File: src/bps_pkg.sv
// ----------------------------------------------------------------------------
// bps_pkg
// Beat types and character constants for the pre-token splitter.
// ----------------------------------------------------------------------------
package bps_pkg;

    localparam int POSITION_BITS_DEFAULT = 16;
    localparam int MAX_RESULTS = 4;
    localparam int CNT_BITS = $clog2(MAX_RESULTS + 1);
    localparam int IDX_BITS = $clog2(MAX_RESULTS);

    localparam logic [20:0] CH_TAB   = 21'h09;
    localparam logic [20:0] CH_LF    = 21'h0A;
    localparam logic [20:0] CH_VT    = 21'h0B;
    localparam logic [20:0] CH_FF    = 21'h0C;
    localparam logic [20:0] CH_CR    = 21'h0D;
    localparam logic [20:0] CH_SPACE = 21'h20;
    localparam logic [20:0] CH_APOS  = 21'h27;

    typedef struct packed {
        logic [20:0] code_point;
        logic        end_of_text;
    } in_beat_t;

    typedef struct packed {
        logic [15:0] piece_start;
        logic [15:0] piece_end;
        logic        final_piece;
        logic        position_overflow;
    } out_beat_t;

    typedef out_beat_t [MAX_RESULTS-1:0] res_list_t;

    typedef struct packed {
        res_list_t             res;
        logic [CNT_BITS-1:0]   cnt;
    } res_bundle_t;

endpackage

File: src/bpe_pretokenizer_splitter.sv
// ----------------------------------------------------------------------------
// bpe_pretokenizer_splitter
// Streaming pre-token splitter: code points in, piece boundaries out.
// ----------------------------------------------------------------------------
// Usage:
//   s_ channel: one code point per beat, end_of_text on the last of a text.
//   m_ channel: one piece per beat (start, end exclusive, final, overflow).
//   Each accepted code point yields zero to four pieces. They are computed
//   in the accepting cycle and held in a result register, then shown one
//   per cycle while m_ready is high; the first appears in the cycle after
//   the code point is accepted. Boundaries that need lookahead appear on
//   the beat that settles them. Throughput: one code point per cycle while
//   each yields at most one piece and m_ready is high; one yielding more
//   pieces holds s_ready low until the single result port has drained the
//   result register to its last piece. s_ready stays high while the last
//   pending piece is taken; a stalled receiver blocks input while one waits.
//   Reset: position 0, no open piece, nothing pending; no clearing pass.
//   After end_of_text the next beat starts a new text at position 0.
// ----------------------------------------------------------------------------
module bpe_pretokenizer_splitter import bps_pkg::*; #(
    parameter int POSITION_BITS = POSITION_BITS_DEFAULT
) (
    input  logic      aclk,
    input  logic      aresetn,
    input  logic      s_valid,
    output logic      s_ready,
    input  in_beat_t  s_data,
    output logic      m_valid,
    input  logic      m_ready,
    output out_beat_t m_data
);

    res_bundle_t          bundle;
    res_list_t            res_reg;
    logic [CNT_BITS-1:0]  left_reg;
    logic [IDX_BITS-1:0]  idx_reg;
    logic                 s_fire;
    logic                 m_fire;

    assign m_valid = left_reg != '0;
    assign m_fire  = m_valid && m_ready;
    assign s_ready = (left_reg == '0) || (left_reg == CNT_BITS'(1) && m_ready);
    assign s_fire  = s_valid && s_ready;
    assign m_data  = res_reg[idx_reg];

    bps_lexer #(
        .POSITION_BITS(POSITION_BITS)
    ) u_lexer (
        .aclk    (aclk),
        .aresetn (aresetn),
        .accept  (s_fire),
        .beat    (s_data),
        .bundle  (bundle)
    );

    always_ff @(posedge aclk) begin
        if (!aresetn) begin
            left_reg <= '0;
            idx_reg  <= '0;
        end else if (s_fire) begin
            left_reg <= bundle.cnt;
            idx_reg  <= '0;
        end else if (m_fire) begin
            left_reg <= left_reg - CNT_BITS'(1);
            idx_reg  <= idx_reg + IDX_BITS'(1);
        end
    end

    always_ff @(posedge aclk) begin
        if (s_fire) res_reg <= bundle.res;
    end

endmodule

File: src/bps_lexer.sv
// ----------------------------------------------------------------------------
// bps_lexer
// Lexer state and per-beat split decision; yields up to four pieces per beat.
// ----------------------------------------------------------------------------
module bps_lexer import bps_pkg::*; #(
    parameter int POSITION_BITS = POSITION_BITS_DEFAULT
) (
    input  logic        aclk,
    input  logic        aresetn,
    input  logic        accept,
    input  in_beat_t    beat,
    output res_bundle_t bundle
);

    localparam int P = POSITION_BITS;

    typedef enum logic [2:0] {
        M_IDLE, M_PEND1, M_PEND2, M_LET, M_SYM, M_SYMNL, M_SPACE
    } mode_t;

    typedef struct packed {
        mode_t         mode;
        logic [P-1:0]  ops;
        logic [1:0]    fill;
        logic [20:0]   win0;
        logic [20:0]   win1;
        logic [P-1:0]  rlnl;
        logic          rhnl;
        logic          wrap;
        res_list_t     res;
        logic [CNT_BITS-1:0] cnt;
    } work_t;

    mode_t        mode_reg, mode_next;
    logic [P-1:0] ops_reg, ops_next;
    logic [1:0]   fill_reg, fill_next;
    logic [20:0]  win0_reg, win0_next;
    logic [20:0]  win1_reg, win1_next;
    logic [P-1:0] rlnl_reg, rlnl_next;
    logic         rhnl_reg, rhnl_next;
    logic [P-1:0] pos_reg, pos_next;
    logic         wrapped_reg, wrapped_next;
    work_t        w_final;

    function automatic logic cp_alpha(logic [20:0] c);
        return (c >= 21'd128) || (c >= 21'h61 && c <= 21'h7A) || (c >= 21'h41 && c <= 21'h5A);
    endfunction

    function automatic logic cp_num(logic [20:0] c);
        return c >= 21'h30 && c <= 21'h39;
    endfunction

    function automatic logic is_nl(logic [20:0] c);
        return c == CH_LF || c == CH_CR;
    endfunction

    function automatic logic cp_blank(logic [20:0] c);
        return c == CH_SPACE || c == CH_TAB || is_nl(c) || c == CH_VT || c == CH_FF;
    endfunction

    function automatic logic is_sym(logic [20:0] c);
        return !cp_blank(c) && !cp_alpha(c) && !cp_num(c);
    endfunction

    function automatic logic [20:0] fold(logic [20:0] c);
        return (c >= 21'h41 && c <= 21'h5A) ? c + 21'd32 : c;
    endfunction

    function automatic logic [P-1:0] inc(logic [P-1:0] p);
        return p + P'(1);
    endfunction

    function automatic work_t emit(work_t w, logic [P-1:0] a, logic [P-1:0] b);
        work_t r;
        r = w;
        if (w.cnt < CNT_BITS'(MAX_RESULTS)) begin
            r.res[w.cnt[IDX_BITS-1:0]].piece_start       = 16'(a);
            r.res[w.cnt[IDX_BITS-1:0]].piece_end         = 16'(b);
            r.res[w.cnt[IDX_BITS-1:0]].final_piece       = 1'b0;
            r.res[w.cnt[IDX_BITS-1:0]].position_overflow = w.wrap;
            r.cnt = w.cnt + CNT_BITS'(1);
        end
        return r;
    endfunction

    function automatic work_t start_piece(work_t w, logic [20:0] c, logic [P-1:0] p);
        work_t r;
        r = w;
        r.fill = 2'd0;
        if (cp_alpha(c)) begin
            r.mode = M_LET;
            r.ops  = p;
        end else if (cp_num(c)) begin
            r.mode = M_IDLE;
            r = emit(r, p, inc(p));
        end else if (is_nl(c)) begin
            r.mode = M_SPACE;
            r.ops  = p;
            r.rhnl = 1'b1;
            r.rlnl = p;
            r.win0 = c;
        end else begin
            r.win0 = c;
            r.fill = 2'd1;
            r.mode = M_PEND1;
            r.ops  = p;
        end
        return r;
    endfunction

    // Whitespace run ends; its last char may join the following text.
    function automatic work_t resolve_space(work_t w, logic [20:0] c, logic [P-1:0] p);
        work_t        r;
        logic [P-1:0] q;
        logic [P-1:0] s;
        r = w;
        q = w.ops;
        s = p - P'(1);
        r.mode = M_IDLE;
        r.fill = 2'd0;
        if (w.rhnl) begin
            r = emit(r, q, inc(w.rlnl));
            q = inc(w.rlnl);
        end
        r.rhnl = 1'b0;
        if (w.fill == 2'd0) begin
            r = start_piece(r, c, p);
        end else begin
            if (w.fill >= 2'd2) r = emit(r, q, s);
            if (cp_alpha(c)) begin
                r.mode = M_LET;
                r.ops  = s;
            end else if (w.win0 == CH_SPACE && is_sym(c)) begin
                r.mode = M_SYM;
                r.ops  = s;
            end else begin
                r = emit(r, s, p);
                r = start_piece(r, c, p);
            end
        end
        return r;
    endfunction

    function automatic work_t feed_let(work_t w, logic [20:0] c, logic [P-1:0] p);
        work_t r;
        r = w;
        if (!cp_alpha(c)) begin
            r = emit(r, w.ops, p);
            r.mode = M_IDLE;
            r = start_piece(r, c, p);
        end
        return r;
    endfunction

    function automatic work_t feed_sym(work_t w, logic [20:0] c, logic [P-1:0] p);
        work_t r;
        r = w;
        if (is_nl(c)) begin
            r.mode = M_SYMNL;
        end else if (!is_sym(c)) begin
            r = emit(r, w.ops, p);
            r.mode = M_IDLE;
            r = start_piece(r, c, p);
        end
        return r;
    endfunction

    function automatic work_t feed_space(work_t w, logic [20:0] c, logic [P-1:0] p);
        work_t r;
        r = w;
        if (cp_blank(c)) begin
            r.win0 = c;
            if (is_nl(c)) begin
                r.rhnl = 1'b1;
                r.rlnl = p;
                r.fill = 2'd0;
            end else if (w.fill < 2'd2) begin
                r.fill = w.fill + 2'd1;
            end
        end else begin
            r = resolve_space(r, c, p);
        end
        return r;
    endfunction

    function automatic work_t feed(work_t w, logic [20:0] c, logic [P-1:0] p);
        work_t       r;
        logic [20:0] f;
        logic [20:0] a;
        r = w;
        f = fold(c);
        a = fold(w.win1);
        unique case (w.mode)
            M_PEND1: begin
                if (w.win0 == CH_APOS && (f == 21'h73 || f == 21'h74 || f == 21'h6D
                        || f == 21'h64)) begin
                    r = emit(r, w.ops, inc(p));
                    r.mode = M_IDLE;
                    r.fill = 2'd0;
                end else if (w.win0 == CH_APOS && (f == 21'h72 || f == 21'h76
                        || f == 21'h6C)) begin
                    r.win1 = c;
                    r.fill = 2'd2;
                    r.mode = M_PEND2;
                end else begin
                    r.fill = 2'd0;
                    if (cp_alpha(c)) begin
                        r.mode = M_LET;
                    end else if (w.win0 == CH_SPACE && is_sym(c)) begin
                        r.mode = M_SYM;
                    end else if (is_sym(w.win0)) begin
                        r.mode = M_SYM;
                        r = feed_sym(r, c, p);
                    end else begin
                        r.mode = M_SPACE;
                        r.rhnl = 1'b0;
                        r.fill = 2'd1;
                        r = feed_space(r, c, p);
                    end
                end
            end
            M_PEND2: begin
                r.fill = 2'd0;
                if ((a == 21'h72 && f == 21'h65) || (a == 21'h76 && f == 21'h65)
                        || (a == 21'h6C && f == 21'h6C)) begin
                    r = emit(r, w.ops, inc(p));
                    r.mode = M_IDLE;
                end else begin
                    r.mode = M_LET;
                    r = feed_let(r, c, p);
                end
            end
            M_LET:   r = feed_let(r, c, p);
            M_SYM:   r = feed_sym(r, c, p);
            M_SYMNL: begin
                if (!is_nl(c)) begin
                    r = emit(r, w.ops, p);
                    r.mode = M_IDLE;
                    r = start_piece(r, c, p);
                end
            end
            M_SPACE: r = feed_space(r, c, p);
            default: r = start_piece(r, c, p);
        endcase
        return r;
    endfunction

    // End of text: close whatever is open at position n.
    function automatic work_t flush(work_t w, logic [P-1:0] n);
        work_t r;
        r = w;
        case (w.mode)
            M_PEND1, M_PEND2, M_LET, M_SYM, M_SYMNL: r = emit(r, w.ops, n);
            M_SPACE: begin
                if (w.rhnl) begin
                    r = emit(r, w.ops, inc(w.rlnl));
                    if (w.fill != 2'd0) r = emit(r, inc(w.rlnl), n);
                end else begin
                    r = emit(r, w.ops, n);
                end
            end
            default: r = w;
        endcase
        if (r.cnt != '0) r.res[IDX_BITS'(r.cnt - CNT_BITS'(1))].final_piece = 1'b1;
        return r;
    endfunction

    always_comb begin
        work_t w0;
        w0.mode = mode_reg;
        w0.ops  = ops_reg;
        w0.fill = fill_reg;
        w0.win0 = win0_reg;
        w0.win1 = win1_reg;
        w0.rlnl = rlnl_reg;
        w0.rhnl = rhnl_reg;
        w0.wrap = wrapped_reg || (inc(pos_reg) == '0);
        w0.res  = '0;
        w0.cnt  = '0;
        w_final = feed(w0, beat.code_point, pos_reg);
        if (beat.end_of_text) w_final = flush(w_final, inc(pos_reg));

        mode_next    = w_final.mode;
        ops_next     = w_final.ops;
        fill_next    = w_final.fill;
        win0_next    = w_final.win0;
        win1_next    = w_final.win1;
        rlnl_next    = w_final.rlnl;
        rhnl_next    = w_final.rhnl;
        pos_next     = inc(pos_reg);
        wrapped_next = w0.wrap;
        if (beat.end_of_text) begin
            mode_next    = M_IDLE;
            ops_next     = '0;
            fill_next    = 2'd0;
            rlnl_next    = '0;
            rhnl_next    = 1'b0;
            pos_next     = '0;
            wrapped_next = 1'b0;
        end
    end

    assign bundle.res = w_final.res;
    assign bundle.cnt = w_final.cnt;

    always_ff @(posedge aclk) begin
        if (!aresetn) begin
            mode_reg    <= M_IDLE;
            ops_reg     <= '0;
            fill_reg    <= 2'd0;
            rlnl_reg    <= '0;
            rhnl_reg    <= 1'b0;
            pos_reg     <= '0;
            wrapped_reg <= 1'b0;
        end else if (accept) begin
            mode_reg    <= mode_next;
            ops_reg     <= ops_next;
            fill_reg    <= fill_next;
            rlnl_reg    <= rlnl_next;
            rhnl_reg    <= rhnl_next;
            pos_reg     <= pos_next;
            wrapped_reg <= wrapped_next;
        end
    end

    // Lookahead window carries no reset; it is always written before use.
    always_ff @(posedge aclk) begin
        if (accept) begin
            win0_reg <= win0_next;
            win1_reg <= win1_next;
        end
    end

endmodule

File: config.mk
export PLATFORM = sky130hd
export DESIGN_NAME = bpe_pretokenizer_splitter
export DESIGN_NICKNAME = d
export VERILOG_FILES = /design/src/bps_pkg.sv /design/src/bpe_pretokenizer_splitter.sv /design/src/bps_lexer.sv
export SDC_FILE = /design/constraint.sdc
export NUM_CORES = 1
export LEC_CHECK = 0
export BUFFER_PORTS_ARGS = -buffer_cell sky130_fd_sc_hd__buf_2
export CAP_MARGIN = 20
export CELL_PAD_IN_SITES_DETAIL_PLACEMENT = 1
export CELL_PAD_IN_SITES_GLOBAL_PLACEMENT = 1
export CORE_MARGIN = 10
export CORE_UTILIZATION = 25
export DETAILED_ROUTE_END_ITERATION = 10
export GPL_TIMING_DRIVEN = 0
export PLACE_DENSITY = 0.6
export SYNTH_ARGS = -nofsm -noshare
export SYNTH_HDL_FRONTEND = slang
export SYNTH_SLANG_ARGS = --single-unit
File: constraint.sdc
create_clock -name aclk -period 7.45 [get_ports aclk]
set_input_delay 0.745 -clock aclk [delete_from_list [all_inputs] [get_ports aclk]]
set_output_delay 0.745 -clock aclk [all_outputs]
set_load 0.02 [all_outputs]
Word-level counts from Yosys, hierarchy flattened. Cells that the tools add are included.

Bits in registers: 238. Latch bits: 0. RAM bits: 0. Memory bits (read-only): 0. Bits of input ports: 26. Output and inout bits: 36. Word-level logic and storage cells: 494. Memories kept: 0.

Add/subtract/negate cells: 21. Multipliers: 0. Divide/modulo/power cells: 0. Magnitude comparators: 54. Equal/unequal tests: 37. Shift-type cells: 0. Muxes and demuxes: 284. Bitwise gates (word level): 1. Reduce and logical (&&, ||, !) cells: 70.

Operators with widths (number): $bwmux 136 (52); $mux 139 (32); $demux 34 s2 (45); $mux 220 (11); $mux 217 (9); $pmux 220 s6 (1); $mux 201 (6); $mux 37 (23); $mux 34 (12); $mux 141 (2); $pmux 141 s2 (1); $eq 21x7->1 const B (11); $eq 21x4->1 const B (10); $mux 18 (11); $mux 17 (10); $mux 157 (1); $mux 19 (8); $mux 140 (1); $mux 136 (1); $mux 42 (3); $mux 16 (7); $ge 21x7->1 const B (5); $le 21x7->1 const B (5); $mux 21 (5); 36 further kinds (195).

Logic depth before layout (Yosys ltp).
Depth in word-level cells: 83. Mapped depth: 26. Depth with buffers taken out: 24.

Modules after synthesis. A second synthesis with hierarchy kept.

Cells, all modules: 3328. Area total of the unflattened synthesis: 24870.1 um2.

Modules (own cells, without submodules): bps_lexer (times used 1, cells each 3109, area each 19618.8 um2, seq. area each 2362.3 um2); bpe_pretokenizer_splitter (times used 1, cells each 219, area each 5251.3 um2, seq. area each 4184.0 um2).

Worst setup path after synthesis. Ideal clock, no wire load.

Path type: input to register. Start point: in s_data[7] (netlist bit). End point: reg res_reg[98] (netlist bit) (data pin). Setup time: 0.271 ns. Data arrival time: 5.669 ns. Required time: 7.179 ns. Setup slack: 1.510 ns. Stages on the path: 25. Buffers on the path: 3. Path through: clkbuf_1 -> inv_1 -> ha_1 -> nor4b_1 -> o31ai_1 -> or4_4 -> clkinv_1 -> o311ai_2 -> clkbuf_1 -> clkbuf_1 -> a21oi_1 -> o21ai_0 -> nand2_1 -> and2_1 -> ha_1 -> nand2_1 -> a21boi_0 -> ha_1 -> nand2_1 -> a21oi_1 -> nand2_1 -> a21oi_1 -> nor2_1 -> a32oi_1 -> o21ai_0.

RTL lines: start: declaration (RTL line bpe_pretokenizer_splitter.sv:27) `input in_beat_t s_data,`; end signal: assignment (RTL line bpe_pretokenizer_splitter.sv:70) `if (s_fire) res_reg <= bundle.res;`; end: declaration (RTL line bpe_pretokenizer_splitter.sv:34) `res_list_t res_reg;`.

==> impl_metrics.xml <==
<?xml version="1.0" encoding="UTF-8"?>
<metrics>
  <group name="status">
    <metric name="status" unit="">complete, no violations</metric>
  </group>
  <group name="placed_design">
    <metric name="globalplace.congestion" unit="">1.09</metric>
    <metric name="hpwl_after_dpl" unit="mm">136</metric>
    <metric name="port_buffers" unit="">58</metric>
    <metric name="placed_cells_incl_taps" unit="">4253</metric>
  </group>
  <group name="worst_setup_path">
    <metric name="start_to_end_type_of_the_worst_setup_path" unit="">in -&gt; reg</metric>
    <metric name="cp-start-kind" unit="">input pin</metric>
    <metric name="critPathCaptureType" unit="">flip-flop</metric>
    <metric name="arrival" unit="ns">7.68</metric>
    <metric name="timing.critical_path.required" unit="ns">7.77</metric>
    <metric name="cp_max_fo" unit="">10</metric>
  </group>
  <group name="logic_synthesis">
    <metric name="avgSynthCellArea" unit="um2">7.61</metric>
    <metric name="synthArstFlopShare" unit="%">0</metric>
    <metric name="netlist_area" unit="mm2">0.0226</metric>
    <metric name="yosysUniqueCellTypes" unit="">90</metric>
    <metric name="postSynthRegisterBits" unit="">238</metric>
    <metric name="netlist_instances" unit="">2971</metric>
    <metric name="syn_nets" unit="">3025</metric>
    <metric name="ys.flop_type" unit="">sky130_fd_sc_hd__edfxtp_1</metric>
    <metric name="number_of_enable_flip_flop_cells_after_synthesis" unit="">178</metric>
    <metric name="synth_seq_area_share" unit="%">28.9</metric>
    <metric name="ys_warn_count" unit="">0</metric>
  </group>
  <group name="pwr">
    <metric name="power_per_cell_area" unit="mW/mm2">210</metric>
    <metric name="combPwrFrac" unit="%">38.8</metric>
    <metric name="leakagePower" unit="nW">8.26</metric>
    <metric name="seqPwrFrac" unit="%">33.4</metric>
    <metric name="swShare" unit="%">40.9</metric>
    <metric name="p_sw" unit="mW">2.26</metric>
    <metric name="p_int" unit="mW">3.27</metric>
    <metric name="share_clk_of_total_power" unit="%">27.8</metric>
    <metric name="max-vdd-ir-drop" unit="mV">0.164</metric>
  </group>
  <group name="sta">
    <metric name="fin_worst_hold_slack" unit="ns">0.432</metric>
    <metric name="finalMaxSlewViolations" unit="">0</metric>
    <metric name="finalWorstPathRequiredPeriod" unit="ns">7.37</metric>
    <metric name="timing.final.hold_violations" unit="">0</metric>
    <metric name="final.period_utilization" unit="%">98.9</metric>
    <metric name="timing.max_slew.rel_slack" unit="%">13.1</metric>
    <metric name="finalClockSkew" unit="ns">0.0614</metric>
    <metric name="grt_setup_unrepaired" unit="">false</metric>
    <metric name="max_freq" unit="MHz">136</metric>
    <metric name="worst_pin_slew" unit="ns">1.30</metric>
    <metric name="setup_viol_count_final" unit="">0</metric>
  </group>
  <group name="worst_hold_path">
    <metric name="min-delay-path-class" unit="">in -&gt; reg</metric>
  </group>
  <group name="global_route">
    <metric name="grt_pass1_vias" unit="">27200</metric>
    <metric name="grt.overflow.total" unit="">0</metric>
    <metric name="grt_pass1_wl" unit="mm">233</metric>
    <metric name="global_route.usage.total" unit="%">32.0</metric>
    <metric name="grt_antenna_before_repair" unit="">8</metric>
    <metric name="pin_count_of_the_biggest_net_entering_global_routing" unit="">90</metric>
  </group>
  <group name="layout">
    <metric name="area_growth_synth_to_finish" unit="%">16.5</metric>
    <metric name="final_layout_size_suffix_gt1_share" unit="%">9.70</metric>
    <metric name="largest_register_ffs" unit="">136</metric>
    <metric name="final_util" unit="%">29.3</metric>
    <metric name="num-fill-cells" unit="">10900</metric>
    <metric name="final-instance-count-excl-fill" unit="">4327</metric>
    <metric name="finalNetCount" unit="">3174</metric>
  </group>
  <group name="routing">
    <metric name="wirelength" unit="mm">172</metric>
    <metric name="avgRoutedWirePerCell" unit="um">39.8</metric>
    <metric name="vias" unit="">28700</metric>
    <metric name="ant_nets" unit="">0</metric>
    <metric name="number_of_design_rule_violations_left_by_the_first_detailed_router_iteration" unit="">3922</metric>
    <metric name="avgViaCountPerCell" unit="">6.62</metric>
    <metric name="post-route-drc-count" unit="">0</metric>
    <metric name="drtPass1Iterations" unit="">6</metric>
  </group>
  <group name="floorplan">
    <metric name="design.die.area" unit="mm2">0.103</metric>
    <metric name="dieWidth" unit="um">321</metric>
    <metric name="floorplan.die.height" unit="um">321</metric>
    <metric name="design.portCount" unit="">62</metric>
    <metric name="placeableCoreArea" unit="mm2">0.0899</metric>
    <metric name="fp-row-count" unit="">110</metric>
    <metric name="initial_utilization" unit="%">25.2</metric>
  </group>
  <group name="job">
    <metric name="drv_cap" unit="">0</metric>
  </group>
  <group name="clock_network">
    <metric name="cts_buffers" unit="">30</metric>
    <metric name="max-clock-path-buffers" unit="">3</metric>
    <metric name="cts_tree" unit="">done</metric>
    <metric name="clock_insertion_delay_worst_skew" unit="ns">0.65</metric>
    <metric name="ctsRootBufferMaster" unit="">sky130_fd_sc_hd__clkbuf_16</metric>
    <metric name="path_clk_slew" unit="ns">0.06</metric>
    <metric name="postCtsHoldBufs" unit="">0</metric>
    <metric name="cts.sink_count" unit="">238</metric>
    <metric name="cts_htree_levels" unit="">1</metric>
  </group>
</metrics>
## metal layers
layer / share of wire, % / wire (um) / track usage [%] / vias to the layer above
met5: 0.037 / 64 / 0 / -
met4: 9.0 / 15500 / 23.8 / 8
met3: 11 / 19700 / 9.99 / 621
met2: 41 / 70400 / 46.6 / 2115
met1: 39 / 66500 / 39.3 / 14200
li1: - / - / - / 11700
## power groups by stage
stage / clock (mW) / sequential [mW] / combinational, mW
3_5_place_dp: 0 / 1.88 / 2.04
6_report: 1.54 / 1.85 / 2.15
5_1_grt: 1.62 / 1.87 / 2.20
4_1_cts: 1.57 / 1.85 / 2.05
3_3_place_gp: 0 / 1.91 / 1.97
2_1_floorplan: 0 / 1.86 / 1.12
## final cells by class
cell class | instances | area, um2 | area share [%]
Clock inverter | 13 | 178 | 0.674
Inverter | 41 | 160 | 0.608
Timing Repair Buffer | 118 | 950 | 3.60
Sequential cell | 238 | 6550 | 24.8
Tap cell | 1176 | 1470 | 5.58
Multi-Input combinational cell | 2395 | 15000 | 57.0
Buffer | 296 | 1170 | 4.43
Antenna cell | 7 | 17.5 | 0.0665
Clock buffer | 43 | 831 | 3.15
## metrics by stage
step	power (mW)	setup TNS, ns	area, um2	setup WS [ns]
2_1_floorplan	2.98	0	22600	1.51
3_3_place_gp	3.88	-183.38	24400	-2.46
3_5_place_dp	3.92	-175.49	25100	-2.52
4_1_cts	5.48	0	26200	0.0265
5_1_grt	5.69	0	26300	0.0129
6_report	5.53	0	26400	0.0841
## cells in the final DEF, fill, tap and decap left out, drive strengths merged, types with 16 or more instances in the layout
cell type and n:
clkbuf 303, o31ai 41, a221oi 35, xor2 24, a221o 16, a311oi 18
or2 16, a211oi 32, or3 22, o311ai 18, o21ai 312, edfxtp 178
buf 151, inv 39, nor4 22, nor2 255, o221ai 44, mux4 34
nand2 367, a22o 33, a22oi 60, o22ai 84, a31oi 47, and2 60
dfxtp 60, xnor2 64, mux2i 29, o211ai 43, nand4 20, nand2b 19
nand3 103, a32oi 17, nor3 93, and3 24, ha 28, a21oi 242
## repair_timing
| action | in CTS | in global routing |
|---|---|---|
| gates cloned | 0 | 0 |
| gates resized for setup | 15 | 27 |
| pin swaps | 2 | 0 |
| buffers inserted | 3 | 0 |
| endpoints found under the setup margin | 126 | 40 |
## critical path, cell delays in order
cell,delay (ns)
sky130_fd_sc_hd__buf_2,0.16
sky130_fd_sc_hd__clkbuf_2,0.23
sky130_fd_sc_hd__inv_1,0.14
sky130_fd_sc_hd__ha_1,0.19
sky130_fd_sc_hd__nor4b_1,0.35
sky130_fd_sc_hd__o31ai_2,0.15
sky130_fd_sc_hd__nor3_2,0.41
sky130_fd_sc_hd__nand3_2,0.42
sky130_fd_sc_hd__clkbuf_1,0.51
sky130_fd_sc_hd__clkdlybuf4s15_1,0.78
sky130_fd_sc_hd__nand2_1,0.23
sky130_fd_sc_hd__nand4_1,0.11
sky130_fd_sc_hd__buf_4,0.20
sky130_fd_sc_hd__ha_1,0.29
sky130_fd_sc_hd__nand2_1,0.06
sky130_fd_sc_hd__a21boi_1,0.29
sky130_fd_sc_hd__ha_1,0.24
sky130_fd_sc_hd__nand2_1,0.32
sky130_fd_sc_hd__a21oi_4,0.38
sky130_fd_sc_hd__nand2_1,0.30
sky130_fd_sc_hd__a21oi_4,0.43
sky130_fd_sc_hd__nor2_1,0.24
sky130_fd_sc_hd__a22oi_1,0.31
sky130_fd_sc_hd__o31ai_1,0.14
## cells in the mapped netlist (22+ instances only)
| cell type | n | area share, % |
|---|---|---|
| sky130_fd_sc_hd__a211oi_1 | 32 | 1.1 |
| sky130_fd_sc_hd__a21oi_1 | 242 | 5.4 |
| sky130_fd_sc_hd__a221oi_1 | 35 | 1.4 |
| sky130_fd_sc_hd__a22o_1 | 33 | 1.3 |
| sky130_fd_sc_hd__a22oi_1 | 60 | 2.0 |
| sky130_fd_sc_hd__a31oi_1 | 46 | 1.3 |
| sky130_fd_sc_hd__and2_1 | 60 | 1.7 |
| sky130_fd_sc_hd__and3_1 | 24 | 0.66 |
| sky130_fd_sc_hd__buf_1 | 28 | 0.46 |
| sky130_fd_sc_hd__clkbuf_1 | 260 | 4.3 |
| sky130_fd_sc_hd__dfxtp_1 | 60 | 5.3 |
| sky130_fd_sc_hd__edfxtp_1 | 178 | 24 |
| sky130_fd_sc_hd__ha_1 | 28 | 1.5 |
| sky130_fd_sc_hd__inv_1 | 38 | 0.63 |
| sky130_fd_sc_hd__mux2i_1 | 29 | 1.3 |
| sky130_fd_sc_hd__mux4_2 | 34 | 3.4 |
| sky130_fd_sc_hd__nand2_1 | 367 | 6.1 |
| sky130_fd_sc_hd__nand3_1 | 103 | 2.3 |
| sky130_fd_sc_hd__nor2_1 | 254 | 4.2 |
| sky130_fd_sc_hd__nor3_1 | 91 | 2.0 |
| sky130_fd_sc_hd__o211ai_1 | 43 | 1.4 |
| sky130_fd_sc_hd__o21ai_0 | 302 | 6.7 |
| sky130_fd_sc_hd__o221ai_1 | 44 | 1.7 |
| sky130_fd_sc_hd__o22ai_1 | 84 | 2.3 |
| sky130_fd_sc_hd__o31ai_1 | 41 | 1.4 |
| sky130_fd_sc_hd__or3_1 | 22 | 0.61 |
| sky130_fd_sc_hd__xnor2_1 | 64 | 2.5 |
| sky130_fd_sc_hd__xor2_1 | 24 | 0.93 |
## cell families (layout without fill, tap and decap cells)
group | count (synthesis) | after routing | share of synthesized area (%)
and+or+nand+nor | 1050 | 1050 | 21.8
DFF | 238 | 238 | 28.9
AOI/OAI and AO/OA | 1164 | 1164 | 33.8
buffers and inverters | 338 | 511 | 5.73
muxes | 65 | 65 | 4.77
adders and majority gates | 28 | 28 | 1.55
xor gates and xnor gates | 88 | 88 | 3.41
other | 0 | 7 | 0
## worst paths after layout
check	depth (start not counted)	to	start	slack, ns
worst max-delay path	24	res_reg[88]	s_data[7]	0.08
worst min-delay path	2	u_lexer.win1_reg[17]	s_data[18]	0.43
worst max register to register	18	res_reg[85]	u_lexer.fill_reg[1]	0.13
worst min register to register	2	u_lexer.wrapped_reg	u_lexer.wrapped_reg	0.52
No activity file was read; power rests on OpenSTA's default activity.
